**src/kld_pkg.sv**
```systemverilog
`default_nettype none
package kld_pkg;

  localparam int FRAC_BITS_DEF = 16;
  localparam int IN_W = 32;
  localparam int DET_W = 64;
  localparam int NUM_W = 100;
  localparam int QUO_W = 37;
  localparam int DIV_LAT = QUO_W + 1;
  localparam int LOG_FB = 28;
  localparam int LOG_W = LOG_FB + 6;
  localparam int LOG_LAT = LOG_FB + 2;
  localparam int LOG_DLY = DIV_LAT - LOG_LAT;
  localparam int SUM_W = 40;
  localparam logic [LOG_FB-1:0] LN2_Q28 = 28'hB17217F;
  localparam logic [QUO_W-1:0] R_CAP = {1'b1, {(QUO_W-1){1'b0}}};

  localparam logic [1:0] ST_OK    = 2'd0;
  localparam logic [1:0] ST_NOFIX = 2'd1;
  localparam logic [1:0] ST_NONPD = 2'd2;
  localparam logic [1:0] ST_SAT   = 2'd3;

  typedef struct packed {
    logic nofix;
    logic nonpd;
  } kld_flags_t;

endpackage
`default_nettype wire

```
**src/kld_back.sv**
```systemverilog
`default_nettype none
module kld_back import kld_pkg::*; #(
  parameter int FRAC_BITS = FRAC_BITS_DEF
) (
  input  logic             clk,
  input  logic             rst,
  input  logic             en,
  input  logic             in_valid,
  input  kld_flags_t       in_flags,
  input  logic [QUO_W-1:0] quo,
  input  logic             big,
  input  logic [LOG_W-1:0] lg,
  input  logic [LOG_W-1:0] lp,
  output logic             out_valid,
  output logic [IN_W-1:0]  divergence,
  output logic [1:0]       status
);

  localparam int PW  = LOG_W + LOG_FB;
  localparam int PSH = 2 * LOG_FB - FRAC_BITS;

  logic [LOG_W:0]   ld_c, ldn_c;
  logic [PW-1:0]    rnd_c;
  logic [SUM_W-1:0] ln_c, tmp_c, half_c;
  logic             sat_c;

  logic             v1, v2, v3;
  kld_flags_t       fl1, fl2, fl3;
  logic [QUO_W-1:0] r1, r2;
  logic [LOG_W-1:0] mag1;
  logic             neg1, neg2;
  logic [PW-1:0]    prod2;
  logic [SUM_W-1:0] s3;

  always_comb begin
    ld_c   = {1'b0, lg} - {1'b0, lp};
    ldn_c  = -ld_c;
    rnd_c  = (prod2 + (PW'(1) << (PSH - 1))) >> PSH;
    ln_c   = neg2 ? -SUM_W'(rnd_c) : SUM_W'(rnd_c);
    tmp_c  = s3 + {{(SUM_W-1){1'b0}}, s3[SUM_W-1]};
    half_c = {tmp_c[SUM_W-1], tmp_c[SUM_W-1:1]};
    sat_c  = !((&half_c[SUM_W-1:IN_W-1]) || !(|half_c[SUM_W-1:IN_W-1]));
  end

  always_ff @(posedge clk) begin
    if (rst) begin
      v1        <= 1'b0;
      v2        <= 1'b0;
      v3        <= 1'b0;
      out_valid <= 1'b0;
    end else if (en) begin
      v1        <= in_valid;
      v2        <= v1;
      v3        <= v2;
      out_valid <= v3;
    end
  end

  always_ff @(posedge clk) begin
    if (en) begin
      r1   <= (big || quo > R_CAP) ? R_CAP : quo;
      mag1 <= ld_c[LOG_W] ? ldn_c[LOG_W-1:0] : ld_c[LOG_W-1:0];
      neg1 <= ld_c[LOG_W];
      fl1  <= in_flags;

      prod2 <= PW'(mag1) * PW'(LN2_Q28);
      neg2  <= neg1;
      r2    <= r1;
      fl2   <= fl1;

      s3  <= ln_c + SUM_W'(r2) - (SUM_W'(2) << FRAC_BITS);
      fl3 <= fl2;

      if (fl3.nofix) begin
        divergence <= '0;
        status     <= ST_NOFIX;
      end else if (fl3.nonpd) begin
        divergence <= '0;
        status     <= ST_NONPD;
      end else if (sat_c) begin
        divergence <= half_c[SUM_W-1] ? {1'b1, {(IN_W-1){1'b0}}} : {1'b0, {(IN_W-1){1'b1}}};
        status     <= ST_SAT;
      end else begin
        divergence <= half_c[IN_W-1:0];
        status     <= ST_OK;
      end
    end
  end

endmodule
`default_nettype wire

```
**config.mk**
```make
export PLATFORM = sky130hd
export DESIGN_NAME = kld_back
export DESIGN_NICKNAME = d
export VERILOG_FILES = /design/src/kld_pkg.sv /design/src/kld_back.sv
export SDC_FILE = /design/constraint.sdc
export NUM_CORES = 1
export LEC_CHECK = 0
export BUFFER_PORTS_ARGS = -buffer_cell sky130_fd_sc_hd__clkbuf_2
export CELL_PAD_IN_SITES_DETAIL_PLACEMENT = 1
export CELL_PAD_IN_SITES_GLOBAL_PLACEMENT = 2
export CORE_MARGIN = 1.5
export CORE_UTILIZATION = 42
export DETAILED_ROUTE_END_ITERATION = 8
export PLACE_DENSITY = 0.9
export SETUP_SLACK_MARGIN = 0.2
export SLEW_MARGIN = 5
export SYNTH_ARGS = -nofsm -noshare
export SYNTH_HDL_FRONTEND = slang
export SYNTH_SLANG_ARGS = --single-unit
export TNS_END_PERCENT = 10
```
**constraint.sdc**
```tcl
create_clock -name clk -period 8.35 [get_ports clk]
set_input_delay 1.67 -clock clk [delete_from_list [all_inputs] [get_ports clk]]
set_output_delay 1.67 -clock clk [all_outputs]
set_load 0.01 [all_outputs]
```
* Yosys cells after proc, flatten, opt, wreduce, memory -nomap -nowiden
Cells that the tools add are included.
** Word-level totals
- Input bits :: 112
- Flip-flop bits (word level) :: 256
- Output and inout bits :: 35
- ROM bits :: 0
- Memories :: 0
- Bits in writable memories :: 0
- Latch bits :: 0
** Cells by class
- $add $sub $neg :: 7
- Mux-type cells :: 6
- Div/mod/pow operators :: 0
- Eq/ne operators :: 0
- Shift operators :: 0
- Bitwise logic cells :: 0
- Magnitude comparators :: 1
- Multiply operators :: 1
- Reduce and logical (&&, ||, !) cells :: 6
** Operators by type and width (count)
- 32-bit two-way mux :: 2
- 62-bit by 40-bit adder with 62-bit output, second input constant :: 1
- 34-bit by 28-bit multiplier with 62-bit output, second input constant :: 1
- 40-bit by 1-bit adder with 40-bit output :: 1
- 40-bit by 37-bit adder with 40-bit output :: 1
- 40-bit two-way mux :: 1
- 22-bit negator with 40-bit output :: 1
- 40-bit by 18-bit subtractor with 40-bit output, second input constant :: 1
- 37-bit greater-than comparator, second input constant :: 1
- 34-bit by 34-bit subtractor with 35-bit output :: 1
- 34-bit two-way mux :: 1
- 34-bit negator :: 1
- 8-bit AND reduction :: 1
- 8-bit OR reduction :: 1
- 2-bit two-way mux :: 2
- 1-bit logical OR :: 2
- 2-bit OR reduction :: 1
- 1-bit zero test :: 1

* Longest topological paths before layout
- Depth after elaboration :: 6
- Gate-level depth with buffers :: 26
- Gate-level depth less buffers :: 24

* Worst setup path before layout
No wires, ideal clock.
- Kind :: register -> register
- From :: reg mag1[16]
- To :: reg prod2[60] (data pin)
- Arrival time :: 6.743 ns
- Slack :: 1.348 ns
- Period minus slack after synthesis :: 7.002 ns
- Cell stages (with the launch flop) :: 24
- Required time :: 8.091 ns
- Cell sequence :: edfxtp_1 > fa_1 > inv_1 > fa_1 > inv_1 > fa_1 > inv_1 > fa_1 > inv_1 > fa_1 > fa_1 > inv_1 > fa_1 > inv_1 > ha_1 > a21o_1 > a2111oi_0 > a21oi_1 > o21ai_0 > a21oi_1 > o21ai_0 > o21ai_0 > a41oi_1 > xnor2_1
** Between the ends
- Cells in the longest elaborated chain, start to end :: 1
** RTL lines
- from (decl) :: line kld_back.sv:30 : logic [LOG_W-1:0] mag1;
- from (signal assigned) :: line kld_back.sv:62 : mag1 <= ld_c[LOG_W] ? ldn_c[LOG_W-1:0] : ld_c[LOG_W-1:0];
- 34-bit by 28-bit multiplier with 62-bit output :: line kld_back.sv:66 : prod2 <= PW'(mag1) * PW'(LN2_Q28);
- to (signal assigned) :: line kld_back.sv:66
- to (decl) :: line kld_back.sv:32 : logic [PW-1:0] prod2;
No other way between the ends.
A chain may end at the register's enable or synchronous reset.

* Final worst setup path
Same ends and word-level chain as after synthesis.

==> results.md <==
* Outcome: complete, no violations
* Drt first pass iters at 5
* Die area at 71200 um2
* Sink Count at 217
* Worst Setup Start Kind: register
* Synth Area per Inst at 10.2 um2
* Number of global-route vias before repair at 23.2k
* Placer Congestion at 0.925
* Footprint of the multi-input gates at 20100 um2
* FF+latch area at 6480 um2
* Family with the most delay on the worst path: adder cells
* I/O Buffers at 146
* Proportion of synthesized chip area in sequential cells at 0.221
* Buf/Inv on CP at 8
* Hold path start: r1[5]
* Cell with the largest stage delay on the worst path: fa_1
* Main flop type after synthesis: edfxtp_1
* Synthesized area at 29200 um2
* Vias per cell at 5.17
* # setup viols final at 0
* F_max at 128 MHz
* Core ar. at 68700 um2
* Clk_lat worst skew at 590 ps
* Final WL at 78.9 mm
* Drt drc at 0
* H-Tree Depth at 1
* Area leader, netlist: fa_1
* DR iter-0 viols at 770
* Row count at 96
* Largest net degree at the start of global routing at 87
* ANT cells at 0
* # nets final at 3943
* Hold_buf cts at 0
* Area grow syn2layout at 9.93%
* CP startpoint: mag1[16]
* Final core utilization at 0.468
* Dpl hpwl at 68.7 mm
* CTS Buf Count at 27
* Max Clock Skew at 17.7 ps
* Commonest non-fill, non-tap cells in the layout: inv_1 (651), ha_1 (424), fa_1 (362)
* GR peak layer: met2
* Setup TNS at 0 ps
* Measured slew at the worst slew-check pin at 1200 ps
* Syn_nets at 3768
* Global Route Usage Sum at 0.226
* Clk pin slew, worst setup/hold paths at 60 ps
* Synth area leaders: fa_1 (25%), edfxtp_1 (22%), ha_1 (18%)
* Crit Path Category: register to register
* Worst hold path endpoint: r2[5]
* Crit share post-route at 0.936
* Critical path peak fanout at 6
* FF+latch count, synth at 217
* Min Tclk post-route at 7820 ps
* Start of the worst register-to-register path: mag1[16]
* Slew Viols, Final at 0
* Initial Util at 0.426
* Yosys Warn Count at 0
* Reg-to-reg setup timing slack at 530 ps
* Max-cap violations at 0
* Relative slew slack at 0.201
* Final Hold Viols at 0
* Met3 Use GR at 0.0186
* Reg2Reg Depth at 25
* Hold Crit Depth at 0
* Die Y at 267 um
* Wire per inst at 19.8 um
* Ys async rst share at 0
* Number of flops mapped to enable cells by yosys at 213
* Vias at 20.6k
* Worst path max stage delay at 730 ps
* Total gr overflow at 0
* Root buffer cell: clkbuf_16
* Most common cell after layout, fill and taps aside: inv_1
* Unrepaired setup endpoints after global routing: no
* First-pass GRT wire length at 126 mm
* CTS tree: yes
* Nature of the critical path endpoint: register
* M1 GR Usage at 0.275
* Most used cell, CP: fa_1
* Clock Tree Buf Depth at 3
* Worst hold-check path type: register to register
* M2 GR Usage at 0.420
* Io pins at 147
* WP data arrival at 8150 ps
* Reg2reg end: prod2[60]
* Synth Instances at 2870
* Final ANT Viol Nets at 0
* Fill count at 7712
* Worst endpoint required time at 8680 ps
* Yosys top cell area share at 0.248
* Distinct cells, synth at 93
* Die width at 267 um
* Initial antenna violation count at 0
* Layout cells sized above 1 at 0.0924
==> through the flow <==
step | instances | hold WS (ps) | instance area [um2] | setup slack [ps]
3_3_place_gp | 3931 | 401 | 31200 | 424
3_5_place_dp | 3931 | 405 | 31200 | 230
2_1_floorplan | 2870 | 400 | 29200 | 1350
5_1_grt | 3993 | 423 | 32100 | 201
6_report | 3993 | 419 | 32100 | 534
4_1_cts | 3977 | 420 | 32000 | 219
==> sequential cells by signal, summed over array words and instances, names as in the netlist <==
signal,cells
prod2,23
fl2,2
mag1,34
divergence,32
fl1,2
v3,1
r2,37
out_valid,1
status,2
fl3,2
v2,1
v1,1
neg1,1
neg2,1
s3,40
r1,37
==> worst max path at each step <==
stage | cells after the start | end | slack (ps)
floorplan | 23 | prod2[60] | 1350
global placement | 25 | prod2[60] | 420
detailed placement | 25 | prod2[60] | 230
CTS | 25 | prod2[60] | 220
global route | 25 | prod2[60] | 200
finish | 25 | prod2[60] | 530
==> logic make-up (layout without fill, tap and decap cells) <==
family	Yosys count	after routing	synth area share
xor gates and xnor gates	198	198	0.0596
buffers and inverters	702	894	0.0916
AOI/OAI and AO/OA	471	471	0.106
muxes	7	7	0.00240
DFF	217	217	0.221
and+or+nand+nor	489	489	0.0900
adders and majority gates	786	786	0.429
==> worst reg2reg max path, delay by kind of cell, from the launching register on <==
kind | cells | cell delay [ps]
XOR/XNOR | 1 | 90
adder cells (fa/ha/maj) | 8 | 4100
buffers and inverters | 8 | 750
flip-flops | 1 | 560
AO/OA/AOI/OAI | 8 | 2060
==> per-layer routing <==
layer	wire length, um	share of wire
met3	1860	0.024
met4	2670	0.034
met5	0	0
met2	40200	0.51
met1	34100	0.43
==> synth_stat cells, drive strengths merged, types with 10 or more instances <==
cell	n
o21bai	22
nand2b	14
ha	424
and4	10
a21o	59
nor2b	16
o31ai	34
fa	362
and2	47
inv	651
a21oi	152
nor3	38
edfxtp	213
xnor2	126
clkbuf	40
o21ai	89
buf	11
nand3	54
nor2	82
o21a	12
nor4	15
a211oi	12
and3	34
a31oi	24
nand4	35
nand2	103
or3	10
xor2	72
==> layout make-up <==
type / count / area share
multi-input combinational: 1951 / 0.626
inverter: 651 / 0.0760
tap: 931 / 0.0362
timing repair buffer: 197 / 0.0349
sequential: 217 / 0.201
clock inverter: 17 / 0.00452
clock buffer: 29 / 0.0213
==> repair_timing <==
item	4_1_cts	5_1_grt
setup endpoints to repair	0	9
setup buffers	0	16
gates resized for setup	0	1
Power is left out: the tool's default activity adds up to more than one toggle a clock period on the data nets, which glitch-free logic cannot reach.
